<file path="src/sv/lirs_pkg.sv">
// ----------------------------------------------------------------------------
// Linear-interpolation resampler package
// Shared widths, constants, controller states and the command and status
// structures that pass between the controller and the datapath.
// ----------------------------------------------------------------------------
package lirs_pkg;

  localparam int unsigned SAMPLE_W = 16;
  localparam int unsigned STEP_W   = 32;
  localparam int unsigned FRAC_W   = 24;
  localparam int unsigned POS_W    = 33;

  // Unsigned Q8.24 step limits: 1/32 at the low end, 44100/48000 out of reset.
  localparam logic [STEP_W-1:0] STEP_MIN   = 32'd524288;
  localparam logic [STEP_W-1:0] STEP_RESET = 32'd15414067;

  localparam logic [POS_W-1:0] POS_ONE = 33'h0_0100_0000;

  // Register index of the rate step within the configuration map.
  localparam logic REG_RATE_STEP = 1'b0;

  typedef enum logic [1:0] {
    ST_IDLE,
    ST_CHECK,
    ST_EMIT
  } lirs_state_e;

  typedef struct packed {
    logic accept;        // latch the incoming frame and its batch-end flag
    logic load_held_in;  // held frame taken straight from the input
    logic load_held_new; // held frame taken from the latched new frame
    logic set_valid;
    logic clr_valid;
    logic sub_one;       // position minus one at the end of an interval
    logic mul;           // form the interpolation products
    logic emit;          // round, load the output register, advance position
    logic phase_b;       // working on the interval after a batch-end frame
  } lirs_cmd_t;

  typedef struct packed {
    logic held_valid;
    logic batch_end;
    logic pos_ge_one;
    logic out_free;
  } lirs_sts_t;

endpackage

</file>
<file path="src/sv/lirs_ctrl.sv">
// ----------------------------------------------------------------------------
// Linear-interpolation resampler controller
// Sequences the intervals of one input frame: accept, position checks,
// product and emission cycles, and the interval that closes a batch.
// ----------------------------------------------------------------------------
module lirs_ctrl (
  input  logic                clk_i,
  input  logic                rst_ni,
  input  logic                in_valid_i,
  input  logic                in_batch_end_i,
  output logic                in_ready_o,
  input  lirs_pkg::lirs_sts_t sts_i,
  output lirs_pkg::lirs_cmd_t cmd_o
);

  lirs_pkg::lirs_state_e state_q, state_d;
  logic                  phase_b_q, phase_b_d;

  always_ff @(posedge clk_i or negedge rst_ni) begin
    if (!rst_ni) begin
      state_q   <= lirs_pkg::ST_IDLE;
      phase_b_q <= 1'b0;
    end else begin
      state_q   <= state_d;
      phase_b_q <= phase_b_d;
    end
  end

  always_comb begin
    state_d    = state_q;
    phase_b_d  = phase_b_q;
    in_ready_o = 1'b0;
    cmd_o      = '0;
    cmd_o.phase_b = phase_b_q;

    case (state_q)
      lirs_pkg::ST_IDLE: begin
        in_ready_o = 1'b1;
        if (in_valid_i) begin
          cmd_o.accept = 1'b1;
          if (sts_i.held_valid) begin
            phase_b_d = 1'b0;
            state_d   = lirs_pkg::ST_CHECK;
          end else begin
            // First frame of a batch: only stored, unless it also ends it.
            cmd_o.load_held_in = 1'b1;
            if (in_batch_end_i) begin
              phase_b_d = 1'b1;
              state_d   = lirs_pkg::ST_CHECK;
            end else begin
              cmd_o.set_valid = 1'b1;
            end
          end
        end
      end

      lirs_pkg::ST_CHECK: begin
        if (sts_i.pos_ge_one) begin
          cmd_o.sub_one = 1'b1;
          if (!phase_b_q) begin
            cmd_o.load_held_new = 1'b1;
            if (sts_i.batch_end) begin
              phase_b_d = 1'b1;
            end else begin
              cmd_o.set_valid = 1'b1;
              state_d         = lirs_pkg::ST_IDLE;
            end
          end else begin
            cmd_o.clr_valid = 1'b1;
            state_d         = lirs_pkg::ST_IDLE;
          end
        end else begin
          cmd_o.mul = 1'b1;
          state_d   = lirs_pkg::ST_EMIT;
        end
      end

      lirs_pkg::ST_EMIT: begin
        if (sts_i.out_free) begin
          cmd_o.emit = 1'b1;
          state_d    = lirs_pkg::ST_CHECK;
        end
      end

      default: begin
        state_d = lirs_pkg::ST_IDLE;
      end
    endcase
  end

endmodule

</file>
<file path="src/sv/lirs_dp.sv">
// ----------------------------------------------------------------------------
// Linear-interpolation resampler datapath
// Held and new frames, the Q9.24 read position, the two interpolation
// multipliers with their product registers, rounding and the output register.
// ----------------------------------------------------------------------------
module lirs_dp (
  input  logic                                   clk_i,
  input  logic                                   rst_ni,
  input  lirs_pkg::lirs_cmd_t                    cmd_i,
  output lirs_pkg::lirs_sts_t                    sts_o,
  input  logic                                   pos_clear_i,
  input  logic        [lirs_pkg::STEP_W-1:0]     step_i,
  input  logic signed [lirs_pkg::SAMPLE_W-1:0]   in_left_i,
  input  logic signed [lirs_pkg::SAMPLE_W-1:0]   in_right_i,
  input  logic                                   in_batch_end_i,
  output logic                                   out_valid_o,
  input  logic                                   out_ready_i,
  output logic signed [lirs_pkg::SAMPLE_W-1:0]   out_left_o,
  output logic signed [lirs_pkg::SAMPLE_W-1:0]   out_right_o,
  output logic                                   out_last_o
);

  localparam int unsigned SW   = lirs_pkg::SAMPLE_W;
  localparam int unsigned FW   = lirs_pkg::FRAC_W;
  localparam int unsigned PW   = lirs_pkg::POS_W;
  localparam int unsigned PRW  = SW + 1 + FW + 1;  // difference times fraction
  localparam int unsigned VW   = PRW + 1;          // plus scaled held sample

  localparam logic signed [VW-1:0] HALF_UP   = VW'(1) <<< (FW - 1);
  localparam logic signed [VW-1:0] HALF_DOWN = HALF_UP - VW'(1);

  logic signed [SW-1:0]  held_l_q, held_r_q;
  logic signed [SW-1:0]  new_l_q, new_r_q;
  logic                  held_valid_q;
  logic                  batch_end_q;
  logic        [PW-1:0]  pos_q;
  logic signed [PRW-1:0] prod_l_q, prod_r_q;
  logic                  out_valid_q, out_last_q;
  logic signed [SW-1:0]  out_l_q, out_r_q;

  logic        [PW-1:0]  pos_next;
  logic signed [SW:0]    diff_l, diff_r;
  logic signed [FW:0]    frac_s;
  logic signed [VW-1:0]  v_l, v_r;
  logic                  last_flag;

  function automatic logic signed [SW-1:0] round_q24(input logic signed [VW-1:0] v);
    logic signed [VW-1:0] r;
    // Half away from zero: negative values take one less than a half.
    r = v + (v[VW-1] ? HALF_DOWN : HALF_UP);
    return r[FW +: SW];
  endfunction

  assign pos_next = pos_q + PW'(step_i);
  assign frac_s   = $signed({1'b0, pos_q[FW-1:0]});
  assign diff_l   = (SW+1)'(new_l_q) - (SW+1)'(held_l_q);
  assign diff_r   = (SW+1)'(new_r_q) - (SW+1)'(held_r_q);
  assign v_l      = (VW'(held_l_q) <<< FW) + VW'(prod_l_q);
  assign v_r      = (VW'(held_r_q) <<< FW) + VW'(prod_r_q);

  // The emission is the last of this frame when the next position leaves the
  // interval and no batch-end interval with emissions follows.
  always_comb begin
    last_flag = 1'b0;
    if (pos_next[PW-1:FW] != '0) begin
      if (cmd_i.phase_b || !batch_end_q) begin
        last_flag = 1'b1;
      end else begin
        last_flag = (pos_next[PW-1:FW+1] != '0);
      end
    end
  end

  always_ff @(posedge clk_i or negedge rst_ni) begin
    if (!rst_ni) begin
      held_l_q     <= '0;
      held_r_q     <= '0;
      held_valid_q <= 1'b0;
      pos_q        <= '0;
      out_valid_q  <= 1'b0;
    end else begin
      if (cmd_i.load_held_in) begin
        held_l_q <= in_left_i;
        held_r_q <= in_right_i;
      end else if (cmd_i.load_held_new) begin
        held_l_q <= new_l_q;
        held_r_q <= new_r_q;
      end
      if (cmd_i.set_valid) begin
        held_valid_q <= 1'b1;
      end else if (cmd_i.clr_valid) begin
        held_valid_q <= 1'b0;
      end

      if (pos_clear_i) begin
        pos_q <= '0;
      end else if (cmd_i.sub_one) begin
        pos_q <= pos_q - lirs_pkg::POS_ONE;
      end else if (cmd_i.emit) begin
        pos_q <= pos_next;
      end

      if (cmd_i.emit) begin
        out_valid_q <= 1'b1;
      end else if (out_ready_i) begin
        out_valid_q <= 1'b0;
      end
    end
  end

  always_ff @(posedge clk_i) begin
    if (cmd_i.accept) begin
      new_l_q     <= in_left_i;
      new_r_q     <= in_right_i;
      batch_end_q <= in_batch_end_i;
    end
    if (cmd_i.mul) begin
      prod_l_q <= PRW'(diff_l * frac_s);
      prod_r_q <= PRW'(diff_r * frac_s);
    end
    if (cmd_i.emit) begin
      out_l_q    <= round_q24(v_l);
      out_r_q    <= round_q24(v_r);
      out_last_q <= last_flag;
    end
  end

  assign sts_o.held_valid = held_valid_q;
  assign sts_o.batch_end  = batch_end_q;
  assign sts_o.pos_ge_one = (pos_q[PW-1:FW] != '0);
  assign sts_o.out_free   = !out_valid_q || out_ready_i;

  assign out_valid_o = out_valid_q;
  assign out_left_o  = out_l_q;
  assign out_right_o = out_r_q;
  assign out_last_o  = out_last_q;

endmodule

</file>
<file path="src/sv/linear_interp_resampler_unit.sv">
// ----------------------------------------------------------------------------
// Linear-interpolation resampler, top level
// Stereo 16-bit sample-rate converter with a Q8.24 rate step register.
// ----------------------------------------------------------------------------
// Usage:
//   Guest frames enter on the s_axis channel (left and right in tdata, tlast
//   marking the final frame of a batch); host frames leave on m_axis, with
//   tlast set on the last frame that an input transaction produces.
//   The rate step (guest over host rate, unsigned Q8.24) lies at APB address
//   0. Writes below 1/32 are raised to 1/32, and every write clears the read
//   position. Write it only while the block is idle.
//   Sequence: each output frame passes through the product registers, then
//   rounding and the output register, and each interval ends with a closing
//   position check. A frame gives at most 64 outputs; one that closes a batch
//   that an earlier frame opened also plays out its own interval.
//   The first frame of a batch is only stored, unless it also closes it.
//   The input is taken only between frames; a result waiting in the output
//   register does not block the next input transaction.
//   If the receiver stalls, the block holds its next result until the output
//   register is taken, then carries on.
//   Reset clears the held frame, its valid flag and the position, and loads
//   the step with 44100/48000.
// ----------------------------------------------------------------------------
module linear_interp_resampler_unit (
  input  logic        clk_i,
  input  logic        rst_ni,
  // Input stream
  input  logic        s_axis_tvalid,
  output logic        s_axis_tready,
  input  logic [31:0] s_axis_tdata,   // [15:0] in_left, [31:16] in_right
  input  logic        s_axis_tlast,   // batch_end
  // Output stream
  output logic        m_axis_tvalid,
  input  logic        m_axis_tready,
  output logic [31:0] m_axis_tdata,   // [15:0] out_left, [31:16] out_right
  output logic        m_axis_tlast,   // run_last
  // Configuration
  input  logic        psel,
  input  logic        penable,
  input  logic        pwrite,
  input  logic [2:0]  paddr,
  input  logic [31:0] pwdata,
  output logic [31:0] prdata,
  output logic        pready
);

  logic [lirs_pkg::STEP_W-1:0] step_q;
  logic                        cfg_wr;
  logic                        step_sel;
  lirs_pkg::lirs_cmd_t         cmd;
  lirs_pkg::lirs_sts_t         sts;
  logic signed [lirs_pkg::SAMPLE_W-1:0] out_l, out_r;

  assign pready   = 1'b1;
  assign step_sel = (paddr[2] == lirs_pkg::REG_RATE_STEP);
  assign cfg_wr   = psel && penable && pwrite && pready && step_sel;
  assign prdata   = step_sel ? step_q : '0;

  always_ff @(posedge clk_i or negedge rst_ni) begin
    if (!rst_ni) begin
      step_q <= lirs_pkg::STEP_RESET;
    end else if (cfg_wr) begin
      step_q <= (pwdata < lirs_pkg::STEP_MIN) ? lirs_pkg::STEP_MIN : pwdata;
    end
  end

  lirs_ctrl u_ctrl (
    .clk_i         (clk_i),
    .rst_ni        (rst_ni),
    .in_valid_i    (s_axis_tvalid),
    .in_batch_end_i(s_axis_tlast),
    .in_ready_o    (s_axis_tready),
    .sts_i         (sts),
    .cmd_o         (cmd)
  );

  lirs_dp u_dp (
    .clk_i         (clk_i),
    .rst_ni        (rst_ni),
    .cmd_i         (cmd),
    .sts_o         (sts),
    .pos_clear_i   (cfg_wr),
    .step_i        (step_q),
    .in_left_i     ($signed(s_axis_tdata[15:0])),
    .in_right_i    ($signed(s_axis_tdata[31:16])),
    .in_batch_end_i(s_axis_tlast),
    .out_valid_o   (m_axis_tvalid),
    .out_ready_i   (m_axis_tready),
    .out_left_o    (out_l),
    .out_right_o   (out_r),
    .out_last_o    (m_axis_tlast)
  );

  assign m_axis_tdata = {out_r, out_l};

endmodule

</file>
<file path="config.mk">
export PLATFORM = sky130hd
export DESIGN_NAME = linear_interp_resampler_unit
export DESIGN_NICKNAME = d
export VERILOG_FILES = /design/src/sv/lirs_pkg.sv /design/src/sv/lirs_ctrl.sv /design/src/sv/lirs_dp.sv /design/src/sv/linear_interp_resampler_unit.sv
export SDC_FILE = /design/constraint.sdc
export NUM_CORES = 2
export LEC_CHECK = 0
export ABC_CLOCK_PERIOD_IN_PS = 24900
export CAP_MARGIN = 30
export CORE_ASPECT_RATIO = 0.8
export CORE_MARGIN = 2
export CORE_UTILIZATION = 55
export DETAILED_ROUTE_END_ITERATION = 6
export DONT_BUFFER_PORTS = 1
export PLACE_DENSITY = 0.7
export SETUP_SLACK_MARGIN = 0.4
export SLEW_MARGIN = 20
export SYNTH_ARGS = -nofsm -noshare
export SYNTH_HDL_FRONTEND = slang
export SYNTH_SLANG_ARGS = --single-unit
</file>
<file path="constraint.sdc">
create_clock -name clk_i -period 24.9 [get_ports clk_i]
set_input_delay 0 -clock clk_i [delete_from_list [all_inputs] [get_ports clk_i]]
set_output_delay 0 -clock clk_i [all_outputs]
set_load 0.05 [all_outputs]
</file>
==> results_tabular.tex <==
\begin{tabular}{lr}
\hline
Metric & Value \\
\hline
\multicolumn{2}{l}{\textbf{Clocking}} \\
\quad Clock-pin slew on the worst setup and hold paths & 0.06 ns \\
\quad \# Post-CTS Setup Buffers & 0 \\
\quad Number of buffers inserted during clock tree synthesis & 30 \\
\quad Bufs on Longest Clock Path & 3 \\
\quad Library cell used as clock root buffer & clkbuf\_16 \\
\quad H-tree lvl count & 1 \\
\quad Source-to-sink clock delay at the later pin of the worst-skew pair & 0.62 ns \\
\quad Number of sinks driven by the clock tree & 252 \\
\quad CTS tree & yes \\
\multicolumn{2}{l}{\textbf{Critical path}} \\
\quad Critical path destination & u\_dp.prod\_l\_q[31] \\
\quad Most used cell along the critical path & fa\_1 \\
\quad R2R Path End & u\_dp.prod\_l\_q[31] \\
\quad Arr. time, crit path & 10.66 ns \\
\quad Internal reg-to-reg setup slack & 14.51 ns \\
\quad Crit path required time & 25.17 ns \\
\quad Nature of the critical path endpoint & flop \\
\quad R2r startpoint & u\_dp.held\_l\_q[1] \\
\quad Critical Path Slowest Stage Cell & xor2\_4 \\
\quad WS Path Type & reg2reg \\
\quad Worst reg2reg path depth & 29 \\
\quad Maximum fanout along the worst path & 24 \\
\quad Element type at the critical path start & flop \\
\quad Max incr delay on CP & 0.81 ns \\
\quad Critical Path Start & u\_dp.held\_l\_q[1] \\
\multicolumn{2}{l}{\textbf{Detailed routing}} \\
\quad Total via count in the routed design & 33096 \\
\quad DRC errors left & 0 \\
\quad Total detailed-routing wirelength & 110 mm \\
\quad Via density per instance & 5.64 \\
\quad Count of TritonRoute iterations in the first routing pass & 5 \\
\quad First-iteration detailed-routing DRC count & 2622 \\
\quad Drt wl/cell & 18.8 um \\
\quad Remaining antenna violation count & 0 \\
\multicolumn{2}{l}{\textbf{Synthesis}} \\
\quad Number of flops mapped to enable cells by yosys & 150 \\
\quad Synth Area in Simple Gates & 16.5\% \\
\quad Combined area of all synthesized cells & 43500 um\^{}2 \\
\quad Post-Syn Instances & 4825 \\
\quad Main combinational cell family by area after synthesis & adder cells \\
\quad Post-synthesis share of cell area spent on xor and xnor gates & 3.35\% \\
\quad Average cell area after synthesis & 9.01 um\^{}2 \\
\quad Top\_reg\_cell synth & edfxtp\_1 \\
\quad Sequential cell area fraction in the yosys report & 16.3\% \\
\quad Count of state elements after synthesis & 252 \\
\quad Mux contribution to synthesized area & 0.855\% \\
\quad Total number of yosys warnings & 0 \\
\quad Post-synthesis adder-cell area fraction & 42.9\% \\
\quad Post-synthesis compound-gate area fraction & 10.1\% \\
\quad FFs w/ async S/R, synth & 40.5\% \\
\quad Synthesized net count & 5994 \\
\quad Distinct cell type count after synthesis & 94 \\
\multicolumn{2}{l}{\textbf{Run}} \\
\quad Max\_cap viols & 0 \\
\multicolumn{2}{l}{\textbf{Global route}} \\
\quad Total routing resource utilization after global routing & 27.8\% \\
\quad Pin count of the biggest net entering global routing & 103 \\
\quad Residual overflow from global routing & 0 \\
\quad First-pass GRT wire length & 182 mm \\
\quad Vias in the first global route & 34069 \\
\quad Initial antenna violation count & 1 \\
\multicolumn{2}{l}{\textbf{Die}} \\
\quad Height of the die & 255 um \\
\quad I/O pin cnt & 143 \\
\quad Die Footprint & 81300 um\^{}2 \\
\quad Standard-cell rows & 92 \\
\quad X dimension of the die & 318 um \\
\quad Core Region & 78500 um\^{}2 \\
\quad Effective utilization at floorplan & 55.4\% \\
\multicolumn{2}{l}{\textbf{STA}} \\
\quad Crit share post-route & 41.7\% \\
\quad RSZ-0062 raised after global routing & false \\
\quad Slew at the pin closest to its max-slew limit & 1.03 ns \\
\quad \# setup viols final & 0 \\
\quad Max Slew Vio Count & 0 \\
\quad Setup TNS after final layout & 0 ns \\
\quad Final number of hold-violating endpoints & 0 \\
\quad Highest achievable clock rate & 96.3 MHz \\
\quad Setup skew after layout & 0.0173 ns \\
\quad Min Clock Period, post-route & 10.39 ns \\
\quad Rel. slew slack & 31.1\% \\
\multicolumn{2}{l}{\textbf{Placed design}} \\
\quad Final RePlAce weighted congestion & 0.932 \\
\quad Count of input and output buffers & 0 \\
\quad Half-perimeter wire length of the detailed placement result & 83.4 mm \\
\multicolumn{2}{l}{\textbf{Finish}} \\
\quad Post-route core utilization & 59.7\% \\
\quad Synthesis-to-finish area growth & 7.81\% \\
\quad Share of layout cells above drive strength 1 & 4.45\% \\
\quad Total inserted antenna cells & 0 \\
\quad Final layout net count & 5975 \\
\multicolumn{2}{l}{\textbf{Worst hold path}} \\
\quad Path type of the worst min-delay path & in2async \\
\multicolumn{2}{l}{\textbf{Run status}} \\
\quad Outcome & finished clean \\
\hline
\end{tabular}
[cell usage after synthesis, types with 5 or more instances]
cell	instances	share of area [%]
xor2_1	43	0.87
o2111ai_1	10	0.20
a31o_2	6	0.12
nor3_1	54	0.62
xnor2_1	123	2.5
and2_1	225	3.2
ha_1	431	12
a21oi_1	181	2.1
nor2b_1	149	2.1
o31ai_1	9	0.16
o21bai_1	25	0.43
a311oi_1	13	0.26
buf_2	5	0.058
and3_1	25	0.36
a21boi_0	8	0.14
o22a_1	5	0.10
nor4_1	14	0.20
o21a_1	22	0.38
o21ai_0	124	1.4
mux2i_1	36	0.83
a22o_1	24	0.48
and4_1	6	0.12
o31a_1	7	0.14
nor3b_1	11	0.19
dfstp_2	14	0.85
a31oi_1	18	0.26
nand2_1	666	5.8
nor2_1	163	1.4
fa_1	663	31
or2_2	21	0.30
edfxtp_1	150	10
nand3_1	45	0.52
nand4_1	25	0.36
a2111oi_0	9	0.18
buf_1	13	0.11
a211oi_1	28	0.48
a21o_1	70	1.2
nand2b_1	40	0.58
inv_1	929	8.0
a221oi_1	8	0.16
or3_1	21	0.30
o211ai_1	12	0.21
dfrtp_1	88	5.1
a211o_1	12	0.24
clkbuf_1	189	1.6
[layer usage]
metal  wire length, um  track usage [%]  part of all wire [%]  vias up
met4              2060             5.58                   1.9        0
met5                 0                0                     0        -
met2             48000             42.8                    43     1161
li1                  -                -                     -    15279
met3              9280             4.72                   8.4      137
met1             51200             41.6                    46    16519
[cells by family (layout without fill, tap and decap cells)]
kind of cell	Yosys count	in the layout
muxes	37	37
other	1	1
AOI/OAI and AO/OA	649	649
xor gates and xnor gates	166	166
adders and majority gates	1094	1094
and+or+nand+nor	1486	1486
buffers and inverters	1140	1145
DFF	252	252
[worst max-delay path, delay by kind of cell (launching register included)]
kind / cells / cell delay, ns
flops: 1 / 0.50
simple gates: 5 / 1.19
fa+ha+maj: 8 / 3.72
compound gates: 10 / 2.74
xor+xnor: 2 / 1.60
buf+inv: 4 / 0.22
[sequential cells by signal, summed over array words and instances (netlist names)]
signal             cells
u_dp.held_valid_q      1
u_dp.held_l_q         16
u_ctrl.phase_b_q       1
u_dp.prod_l_q         42
step_q                32
u_dp.out_last_o        1
u_dp.prod_r_q         42
u_dp.pos_q            33
u_dp.out_valid_o       1
u_dp.out_right_o      16
u_dp.new_l_q          16
u_dp.batch_end_q       1
u_dp.out_left_o       16
u_dp.held_r_q         16
u_ctrl.state_q         2
u_dp.new_r_q          16
[what timing repair did]
item	in CTS	in global routing
hold buffers	98	0
resized for setup	0	0
endpoints found under the hold margin	207	0
[how the worst min path moves through the flow]
stage	start	end	slack [ns]	depth (start not counted)
6_report	rst_ni	u_dp.pos_q[7]	0.004	2
4_1_cts	psel	u_dp.pos_q[29]	0.006	3
2_1_floorplan	rst_ni	step_q[10]	-0.30	0
5_1_grt	psel	u_dp.pos_q[28]	0.05	3
3_3_place_gp	rst_ni	step_q[11]	-0.29	0
3_5_place_dp	rst_ni	step_q[11]	-0.29	0
[cells in the final DEF (no fill, tap or decap), types with 25 or more instances in the layout]
cell type / count
and2_1: 225
nand3_1: 45
inv_1: 929
and3_1: 25
nand4_1: 25
a211oi_1: 28
fa_1: 663
o21ai_0: 124
mux2i_1: 35
nor2b_1: 149
dfrtp_1: 79
nor3_1: 54
a21o_1: 70
a21oi_1: 181
nand2_1: 666
clkbuf_16: 32
xor2_1: 37
edfxtp_1: 150
nand2b_1: 40
nor2_1: 159
buf_4: 56
dlygate4sd3_1: 97
ha_1: 431
o21bai_1: 25
xnor2_1: 107
[per-stage QoR]
step	area [um^2]	setup slack (ns)	hold WS, ns	std cells
floorplan	43500	16.72	-0.296	4825
global placement	44700	15.04	-0.293	5705
detailed placement	44700	14.92	-0.294	5706
CTS	46800	14.85	0.00595	5860
global route	46900	14.07	0.0505	5864
finish	46900	14.51	0.00364	5864
[area by class of cell]
cell class              count  area (um^2)
well taps                1034         1290
multi-input cells        3433        32400
clock inverters            10          143
repair buffers            159         1520
flip-flops and latches    252         7090
clock buffers              46          897
inverters                 930         3490
fillers                  6805        31600
Power is not shown: default switching activity piles up to over one toggle a cycle in this logic, so the estimate is an artifact.
